--- src/rtl/stsi_pkg.sv ---
// Shared types and constants for the sorted table.
package stsi_pkg;

	localparam int DEF_CAPACITY = 32;
	localparam int VAL_W        = 32;
	localparam int POS_W        = 6;

	typedef enum logic [1:0] {
		MODE_INSERT = 2'd0,
		MODE_DELETE = 2'd1,
		MODE_SEARCH = 2'd2,
		MODE_CLEAR  = 2'd3
	} mode_t;

	typedef enum logic [1:0] {
		ST_DONE    = 2'd0,
		ST_FULL    = 2'd1,
		ST_MISSING = 2'd2,
		ST_EMPTY   = 2'd3
	} status_t;

	typedef struct packed {
		mode_t                   mode;
		logic signed [VAL_W-1:0] value;
	} cmd_t;

	typedef struct packed {
		status_t                 status;
		logic [POS_W-1:0]        position;
		logic [POS_W-1:0]        fill_count;
		logic signed [VAL_W-1:0] min_value;
		logic signed [VAL_W-1:0] max_value;
	} result_t;

	// Broadcast from the controller to every cell.
	typedef struct packed {
		logic                    ins_en;
		logic                    del_en;
		logic signed [VAL_W-1:0] value;
	} cell_ctl_t;

endpackage

--- src/rtl/sorted_table_insert_delete_search.sv ---
// Top level of the sorted table: a row of compare-and-shift cells plus control.
//
//   channel | handshake          | payload
//   --------+--------------------+----------------
//   command | start / busy       | cmd    (cmd_t)
//   result  | done (strobe)      | result (result_t)
//
// One command per cycle: every cell compares the broadcast word with its own
// entry and shifts in the same cycle, so busy stays low.
// The result strobes on done in the cycle after the command is taken.
// Reset clears the fill count; entries stay unset until written.
// The receiver cannot stall; each result is shown for exactly one cycle.
module sorted_table_insert_delete_search import stsi_pkg::*; #(
	parameter int CAPACITY = DEF_CAPACITY
) (
	input  logic    clk,
	input  logic    arst_n,
	input  logic    start,
	input  cmd_t    cmd,
	output logic    busy,
	output logic    done,
	output result_t result
);

	localparam int CNT_W = $clog2(CAPACITY + 1);
	localparam logic [CNT_W-1:0] CAP_C = CNT_W'(CAPACITY);

	logic [CNT_W-1:0] count_q;
	logic             done_q;
	status_t          status_q;
	logic [CNT_W-1:0] pos_q;

	cell_ctl_t               ctl;
	logic signed [VAL_W-1:0] entry [CAPACITY];
	logic [CAPACITY-1:0]     lt, bnd, hit, last;

	logic             full, empty, found, do_ins, do_del;
	status_t          status_d;
	logic [CNT_W-1:0] pos_at, pos_d;
	logic signed [VAL_W-1:0] max_or;
	logic [CNT_W+POS_W-1:0]  cnt_ext, pos_ext;

	assign busy  = 1'b0;
	assign full  = count_q == CAP_C;
	assign empty = count_q == '0;
	assign found = |hit;

	assign do_ins = start && (cmd.mode == MODE_INSERT) && !full;
	assign do_del = start && (cmd.mode == MODE_DELETE) && found;

	assign ctl.ins_en = do_ins;
	assign ctl.del_en = do_del;
	assign ctl.value  = cmd.value;

	for (genvar k = 0; k < CAPACITY; k++) begin : g_cell
		stsi_cell #(
			.IDX   (k),
			.CNT_W (CNT_W)
		) u_cell (
			.clk         (clk),
			.ctl         (ctl),
			.count       (count_q),
			.left_lt     ((k == 0) ? 1'b1 : lt[(k == 0) ? 0 : k-1]),
			.left_entry  ((k == 0) ? cmd.value : entry[(k == 0) ? 0 : k-1]),
			.right_entry ((k == CAPACITY-1) ? entry[k] : entry[(k == CAPACITY-1) ? k : k+1]),
			.entry       (entry[k]),
			.lt          (lt[k]),
			.bnd         (bnd[k]),
			.hit         (hit[k]),
			.last        (last[k])
		);
	end

	// encode the one-hot boundary and pick the last stored entry
	always_comb begin
		pos_at = '0;
		max_or = '0;
		for (int k = 0; k < CAPACITY; k++) begin
			if (bnd[k]) pos_at = pos_at | CNT_W'(k + 1);
			if (last[k]) max_or = max_or | entry[k];
		end
	end

	always_comb begin
		status_d = ST_DONE;
		pos_d    = '0;
		unique case (cmd.mode) inside
			MODE_INSERT: begin
				if (full) status_d = ST_FULL;
				else pos_d = pos_at;
			end
			MODE_DELETE, MODE_SEARCH: begin
				if (empty) status_d = ST_EMPTY;
				else if (found) pos_d = pos_at;
				else status_d = ST_MISSING;
			end
			MODE_CLEAR: begin
				status_d = ST_DONE;
			end
			default: begin
				status_d = ST_DONE;
			end
		endcase
	end

	always_ff @(posedge clk or negedge arst_n) begin
		if (!arst_n) begin
			count_q <= '0;
			done_q  <= 1'b0;
		end else begin
			done_q <= start;
			if (start && cmd.mode == MODE_CLEAR) count_q <= '0;
			else if (do_ins) count_q <= count_q + CNT_W'(1);
			else if (do_del) count_q <= count_q - CNT_W'(1);
		end
	end

	always_ff @(posedge clk) begin
		if (start) begin
			status_q <= status_d;
			pos_q    <= pos_d;
		end
	end

	// report position and count modulo 64
	assign cnt_ext = {{POS_W{1'b0}}, count_q};
	assign pos_ext = {{POS_W{1'b0}}, pos_q};

	assign done              = done_q;
	assign result.status     = status_q;
	assign result.position   = pos_ext[POS_W-1:0];
	assign result.fill_count = cnt_ext[POS_W-1:0];
	assign result.min_value  = empty ? '0 : entry[0];
	assign result.max_value  = max_or;

endmodule

--- src/rtl/stsi_cell.sv ---
// One table slot: holds an entry, compares it with the broadcast word, shifts.
module stsi_cell import stsi_pkg::*; #(
	parameter int IDX   = 0,
	parameter int CNT_W = 6
) (
	input  logic                    clk,
	input  cell_ctl_t               ctl,
	input  logic [CNT_W-1:0]        count,
	input  logic                    left_lt,
	input  logic signed [VAL_W-1:0] left_entry,
	input  logic signed [VAL_W-1:0] right_entry,
	output logic signed [VAL_W-1:0] entry,
	output logic                    lt,
	output logic                    bnd,
	output logic                    hit,
	output logic                    last
);

	localparam logic [CNT_W-1:0] IDX_C  = CNT_W'(IDX);
	localparam logic [CNT_W-1:0] NEXT_C = CNT_W'(IDX + 1);

	logic signed [VAL_W-1:0] entry_q;
	logic                    occ;

	assign occ   = count > IDX_C;
	assign lt    = occ && (entry_q < ctl.value);
	// first slot that is not smaller than the word
	assign bnd   = !lt && left_lt;
	assign hit   = bnd && occ && (entry_q == ctl.value);
	assign last  = count == NEXT_C;
	assign entry = entry_q;

	always_ff @(posedge clk) begin
		if (ctl.ins_en && !lt) begin
			entry_q <= left_lt ? ctl.value : left_entry;
		end else if (ctl.del_en && !lt) begin
			entry_q <= right_entry;
		end
	end

endmodule

--- config.mk ---
export PLATFORM = sky130hd
export DESIGN_NAME = sorted_table_insert_delete_search
export DESIGN_NICKNAME = d
export VERILOG_FILES = /design/src/rtl/stsi_pkg.sv /design/src/rtl/sorted_table_insert_delete_search.sv /design/src/rtl/stsi_cell.sv
export SDC_FILE = /design/constraint.sdc
export NUM_CORES = 2
export LEC_CHECK = 0
export BUFFER_PORTS_ARGS = -buffer_cell sky130_fd_sc_hd__buf_2
export CORE_MARGIN = 2
export CORE_UTILIZATION = 53
export DETAILED_ROUTE_END_ITERATION = 12
export HOLD_SLACK_MARGIN = 0.03
export PLACE_DENSITY = 0.76
export SLEW_MARGIN = 20
export SYNTH_ARGS = -nofsm -noshare
export SYNTH_HDL_FRONTEND = slang
export SYNTH_HIERARCHICAL = 1
export SYNTH_SLANG_ARGS = --single-unit
--- constraint.sdc ---
create_clock -name clk -period 6.8 [get_ports clk]
set_clock_uncertainty 0.05 [all_clocks]
set_input_delay 1.36 -clock clk [delete_from_list [all_inputs] [get_ports clk]]
set_output_delay 1.36 -clock clk [all_outputs]
set_load 0.02 [all_outputs]
---- After elaboration in Yosys (flattened, before gate mapping) ----
Index checks and enable logic that the tools add are counted.
word-level totals
  register bits after elaboration ......... 1039
  latch bits .............................. 0
  bits in writable memories ............... 0
  memory bits (read-only) ................. 0
  output and inout port bits .............. 80
  word-level logic and storage cells ...... 676
  memories kept ........................... 0
cells by class
  add/sub/neg operators ................... 2
  multiply operators ...................... 0
  div/mod/pow operators ................... 0
  $lt $le $gt $ge ......................... 64
  eq/ne operators ......................... 67
  shifts and indexed selects .............. 0
  muxes and demuxes ....................... 212
  bitwise gates (word level) .............. 31
  reductions and logical operators ........ 264
operator list
  operator                                                        count
  2-to-1 mux 32 bit                                               158
  == test 32 bit                                                  32
  < comparator 32 bit                                             32
  OR 32 bit                                                       31
  logical AND 1 bit                                               195
  == test 6 x 5 -> 1 bit (second input constant)                  16
  greater-than comparator 6 x 5 -> 1 bit (second input constant)  16
  2-to-1 mux 6 bit                                                14
  2-to-1 mux 5 bit                                                16
  nonzero test 2 bit                                              31
  == test 6 x 4 -> 1 bit (second input constant)                  8
  greater-than comparator 6 x 4 -> 1 bit (second input constant)  8
  logical NOT 1 bit                                               33
  2-to-1 mux 4 bit                                                8
  OR reduction 32 bit                                             1
  == test 6 x 3 -> 1 bit (second input constant)                  4
  greater-than comparator 6 x 3 -> 1 bit (second input constant)  4
  2-to-1 mux 2 bit                                                8
  == test 6 x 2 -> 1 bit (second input constant)                  2
  greater-than comparator 6 x 1 -> 1 bit (second input constant)  2
  greater-than comparator 6 x 2 -> 1 bit (second input constant)  2
  2-to-1 mux 3 bit                                                4
  one-hot mux 6 bit (2 select lines)                              1
  adder 6 x 1 -> 6 bit (second input constant)                    1
  other kinds (11)                                                13

---- Depth between registers and ports, before layout ----
  word-level depth ........................ 64
  depth in mapped cells ................... 24

---- Hierarchy ----
The synthesis kept the hierarchy.
modules (own cells, without submodules)
  module                             instances  cells each  area an instance (um^2)
  sorted_table_insert_delete_search  1          919         6671.4
  stsi_cell at g_cell[20].u_cell     1          385         3743.6
  stsi_cell at g_cell[10].u_cell     1          248         2856.5
  stsi_cell at g_cell[18].u_cell     1          247         2856.5
  stsi_cell at g_cell[22].u_cell     1          243         2847.7
  stsi_cell at g_cell[15].u_cell     1          236         2825.2
  stsi_cell at g_cell[12].u_cell     1          241         2813.9
  stsi_cell at g_cell[19].u_cell     1          239         2808.9
  stsi_cell at g_cell[14].u_cell     1          239         2800.2
  stsi_cell at g_cell[11].u_cell     1          237         2798.9
  stsi_cell at g_cell[24].u_cell     1          235         2797.7
  stsi_cell at g_cell[29].u_cell     1          237         2796.4
  stsi_cell at g_cell[8].u_cell      1          230         2785.2
  stsi_cell at g_cell[30].u_cell     1          229         2776.4
  +19 rows                           --         --          --

---- Worst setup path before layout ----
Ideal clock, no wire load.
  path kind ............................... input to register
  from .................................... input cmd[31] (netlist name)
  to ...................................... register g_cell[15].u_cell.entry_q[0], enable pin
  library setup time ...................... 0.421 ns
  arrival ................................. 7.198 ns
  path slack .............................. -0.869 ns
  stages on the path ...................... 23
  cell sequence ........................... inv_1 ha_1 and4_1 nand2_1 or4b_1 and3_1 nor3_1 nor2b_1 buf_4 buf_6 inv_1 clkbuf_1 clkbuf_1 nand2_1 nor2_1 nand4_1 nor3_1 nor4_1 nand4_1 o21ai_0 nor2_1 o21ai_0 nor2_1
between the ends
  elaborated cells on any way between the ends .. 228
  those cells by class .................... order compare: 32; eq/ne: 32; reduce/logical: 164
RTL lines
  item                            line                                     text
  start, declared                 sorted_table_insert_delete_search.sv:19  input cmd_t cmd,
  < comparator 32 bit             stsi_cell.sv:26                          assign lt = occ && (entry_q < ctl.value);
  logical AND 1 bit               stsi_cell.sv:26
  via lt[1]                       sorted_table_insert_delete_search.sv:35  logic [CAPACITY-1:0] lt, bnd, hit, last;
  logical AND 1 bit               stsi_cell.sv:28                          assign bnd = !lt && left_lt;
  logical AND 1 bit (2 in a row)  stsi_cell.sv:29                          assign hit = bnd && occ && (entry_q == ctl.value);
  via hit[2]                      sorted_table_insert_delete_search.sv:35
  OR reduction 32 bit             sorted_table_insert_delete_search.sv:46  assign found = |hit;
  logical AND 1 bit               sorted_table_insert_delete_search.sv:49  assign do_del = start && (cmd.mode == MODE_DELETE) && found;
  via do_del                      sorted_table_insert_delete_search.sv:37  logic full, empty, found, do_ins, do_del;
  logical AND 1 bit               stsi_cell.sv:36                          end else if (ctl.del_en && !lt) begin
  nonzero test 2 bit (no line)    --
  end signal, assigned            stsi_cell.sv:35                          entry_q <= left_lt ? ctl.value : left_entry;
  end signal, assigned            stsi_cell.sv:37                          entry_q <= right_entry;
  end, declared                   stsi_cell.sv:22                          logic signed [VAL_W-1:0] entry_q;
The timed path passes the listed nets, and every way through them passes these cells.
A chain may end at the register's enable or synchronous reset.

---- Final worst setup path ----
  from .................................... input cmd[11] (netlist name)
  to ...................................... register g_cell[20].u_cell.entry_q[10], enable pin
between the ends
  elaborated cells on any way between the ends .. 228
  those cells by class .................... order compare: 32; eq/ne: 32; reduce/logical: 164
RTL lines
  item                            line
  < comparator 32 bit             stsi_cell.sv:26
  logical AND 1 bit               stsi_cell.sv:26
  via lt[22]                      sorted_table_insert_delete_search.sv:35
  logical AND 1 bit               stsi_cell.sv:28
  logical AND 1 bit (2 in a row)  stsi_cell.sv:29
  via hit[23]                     sorted_table_insert_delete_search.sv:35
  OR reduction 32 bit             sorted_table_insert_delete_search.sv:46
  logical AND 1 bit               sorted_table_insert_delete_search.sv:49
  via do_del                      sorted_table_insert_delete_search.sv:37
  logical AND 1 bit               stsi_cell.sv:36
  nonzero test 2 bit (no line)    --
  end signal, assigned            stsi_cell.sv:35
  end signal, assigned            stsi_cell.sv:37
  end, declared                   stsi_cell.sv:22
The timed path passes the listed nets, and every way through them passes these cells.

==> results.md <==
* Status: complete, but fails checks
* Violated checks: setup timing
* Hold_ws at 318 ps
* Pin count of the biggest net entering global routing at between 90 and 100
* Worst EP arrival at 7530 ps
* Via count normalized by instance count at approximately 7.3
* Class of the tightest hold or removal check: primary input to asynchronous set/reset pin
* Non-filler instance count after layout at 12335
* Clk buf depth at 3
* Clock network fraction of design power at 25.5%
* Die outline area at 183000 um^2
* First-pass iteration count of the detailed router at 9
* Final number of max-transition violations at 0
* Worst reg2reg path depth at 23
* Die outline height at around 430 um
* HPWL after detailed placement at 385000 um
* Max-slew headroom at the worst pin at 13.8%
* Worst path required time at 7310 ps
* Count of synthesis-stage warnings from yosys at 6
* Cell-by-cell trace of the critical path: buf_2, buf_4, buf_4, inv_1, ha_1, nand4_1, nor4_1, buf_4, o21ai_0, a31o_2, a31o_2, nand3_1, nor3_1, nand2_1, nor4_1, o211a_1, nor4_1, nand4_1, o21ai_0, buf_4, nor2_4, buf_4, o221a_2, buf_12
* Critical Path Slowest Stage Cell: sky130_fd_sc_hd__nor4_1
* Gate count after technology mapping at 9130
* FF-to-FF setup slack at 530 ps
* Overall overflow remaining after global route at 0
* Clk Tree Root Cell: sky130_fd_sc_hd__clkbuf_16
* Share of total power in combinational logic at 42.8%
* Number of antenna violations at the first check in global routing at 85
* Worst path bufs/invs at 8
* Max_cap viols at 0
* Setup slack after placement at -456 ps
* Lkg Pwr at 0.0462 uW
* Boundary pin count at 117
* Kind of end point of the critical path: flop
* Core region area at 178000 um^2
* Post-detailed-route wirelength per cell at 40.7 um
* Clock-pin slew on the worst setup and hold paths at 60 ps
* Most common cell on crit path: sky130_fd_sc_hd__buf_4
* Worst Setup Slack, final at -212 ps
* P per Cell Area at 269 nW/um^2
* Maximum clock frequency at 143 MHz
* Fin crit period at roughly 7000 ps
* Number of H-tree levels at 4
* Number of buffers added on ports at between 100 and 150
* Sw Pwr at 12300 uW
* Final wirelength at 501000 um
* Number of global-route vias before repair at 83799
* Internal power summed over all cells at 17000 uW
* Worst flop-to-flop path endpoint: g_cell[17].u_cell/entry[5]$_DFFE_PP_
* Setup TNS at -138700 ps
* Clock buffers created by TritonCTS at 136
* Postcts setup bufs at 0
* Worst setup path class: primary input to flop
* Share of post-route cells with drive strength above 1 at ~28%
* Largest vdd supply drop at 0.277 mV
* Syn avg cell area at 10.4 um^2
* Synthesized cell area at 95200 um^2
* Highest fanout seen on the critical path at 32
* Total via count in the routed design at 90398
* First-pass GRT wire length at 674000 um
* Count of hold buffers inserted by post-cts repair at 0
* Last weighted congestion value of the routability-driven placer at roughly 1.1
* Switching share of total power at 42.0%
* Area overhead of the layout relative to synthesis at 14.3%
* Inst Count DP at 12028
* Syn_nets at 10199
* RSZ-0062 raised after global routing: false
* Antenna-violating nets left at 0
* Proportion of power drawn by flip-flops and latches at 31.7%
* Horizontal die dimension at between 400 and 500 um
* Max stage delay on crit path at 1080 ps
* Global routing usage summed across all routing layers at 52.5%
* Number of DRC violations after detailed routing at 0
* Endpoints failing hold at 0
* Latest clock arrival within the worst-skew pair at 840 ps
* CTS tree: built
* Drt initial violations at 16085
* Kind of start point of the critical path: primary input
* Number of clock sinks at around 1000
* Initial Util at between 50% and 60%
* Startpoint of the worst-slack reg-to-reg timing path: g_cell[5].u_cell/entry[23]$_DFFE_PP_
* Number of cells upsized or downsized after cts at 0
* Total number of nets in the final design at between 10000 and 15000
* Cell class contributing the biggest share of worst-path delay: simple AND/OR/NAND/NOR gates
* Std-Cell Rows at 155
* Finish-stage setup viols at about 1000
* Final cycle utilization of the critical path at 103%
* Transition time of the tightest slew-check pin at roughly 1300 ps
-- through the flow --
step	area [um^2]	utilization, %	total power [uW]
6_report	109000	61.0	29200
5_1_grt	109000	61.0	29500
4_1_cts	109000	60.9	28400
3_5_place_dp	104000	58.5	21100
3_3_place_gp	104000	58.5	20800
2_1_floorplan	95300	-	15900
-- layer usage --
layer | global-route usage [%] | vias to the layer above | wire (um)
li1 | - | 35844 | -
met1 | 66.0 | 44462 | 185000
met3 | 27.7 | 1885 | 86000
met4 | 33.4 | 78 | 39100
met5 | 1.43 | - | 899
met2 | 69.3 | 8129 | 191000
-- power by group through the flow --
| stage | sequential, uW | clock [uW] | combinational [uW] |
|---|---|---|---|
| after floorplan | 8500 | 0 | 7350 |
| after global placement | 9200 | 0 | 11600 |
| after detailed placement | 9210 | 0 | 11900 |
| after CTS | 9080 | 7390 | 11900 |
| after global routing | 9200 | 7610 | 12700 |
| final | 9280 | 7440 | 12500 |
-- worst max path at each step --
stage	start	endpoint	slack, ps	cells after the start
after floorplan	cmd[31]	g_cell[16].u_cell/entry[0]$_DFFE_PP_	80	23
after global placement	cmd[23]	g_cell[17].u_cell/entry[6]$_DFFE_PP_	-600	25
after detailed placement	cmd[22]	g_cell[3].u_cell/entry[6]$_DFFE_PP_	-460	22
after CTS	count_q[0]$_DFFE_PN0P_	result[24]	330	8
after global routing	cmd[11]	g_cell[15].u_cell/entry[11]$_DFFE_PP_	50	26
final	cmd[11]	g_cell[20].u_cell/entry[10]$_DFFE_PP_	-210	24
-- layout make-up --
class	instances	area (um^2)
fillers	14569	69600
multi-input cells	6560	57700
flip-flops and latches	1039	31200
repair buffers	965	8370
inverters	1110	4170
clock buffers	181	3730
well taps	2355	2950
clock inverters	62	602
diodes	63	158
-- worst reg2reg max path, stage by stage, from the launching register on --
cell and delay [ps]:
sky130_fd_sc_hd__edfxtp_1 540, sky130_fd_sc_hd__ha_1 380, sky130_fd_sc_hd__a21oi_1 170, sky130_fd_sc_hd__o21ai_0 240, sky130_fd_sc_hd__a221o_1 390, sky130_fd_sc_hd__a211o_1 300, sky130_fd_sc_hd__nor4b_2 450, sky130_fd_sc_hd__nor2_1 160
sky130_fd_sc_hd__inv_2 100, sky130_fd_sc_hd__nand3_1 70, sky130_fd_sc_hd__a211oi_1 190, sky130_fd_sc_hd__nand2_1 100, sky130_fd_sc_hd__nor4_1 200, sky130_fd_sc_hd__o211a_1 390, sky130_fd_sc_hd__nor4_1 150, sky130_fd_sc_hd__buf_4 160
sky130_fd_sc_hd__nand4_1 130, sky130_fd_sc_hd__buf_4 200, sky130_fd_sc_hd__o21ai_0 120, sky130_fd_sc_hd__buf_4 170, sky130_fd_sc_hd__nor2_4 380, sky130_fd_sc_hd__nor2_1 160, sky130_fd_sc_hd__nor2_4 460, sky130_fd_sc_hd__buf_12 260
-- flip-flops by register name, summed over array words and instances (netlist names) --
register	count
g_cell.u_cell/entry	1024
count_q	6
pos_q	6
status_q	2
done	1
-- layout by cell type, fill, tap and decap left out, types with 234 or more instances in the layout --
| cell | instances |
|---|---|
| sky130_fd_sc_hd__a21oi_1 | 666 |
| sky130_fd_sc_hd__a22oi_1 | 397 |
| sky130_fd_sc_hd__buf_4 | 738 |
| sky130_fd_sc_hd__edfxtp_1 | 1032 |
| sky130_fd_sc_hd__ha_1 | 1031 |
| sky130_fd_sc_hd__inv_1 | 1106 |
| sky130_fd_sc_hd__mux2_2 | 811 |
| sky130_fd_sc_hd__mux2_4 | 480 |
| sky130_fd_sc_hd__mux2i_1 | 261 |
| sky130_fd_sc_hd__nand2_1 | 519 |
| sky130_fd_sc_hd__nand4_1 | 234 |
| sky130_fd_sc_hd__nor2_1 | 359 |
Note: power is estimated with default switching activity, not from simulation.
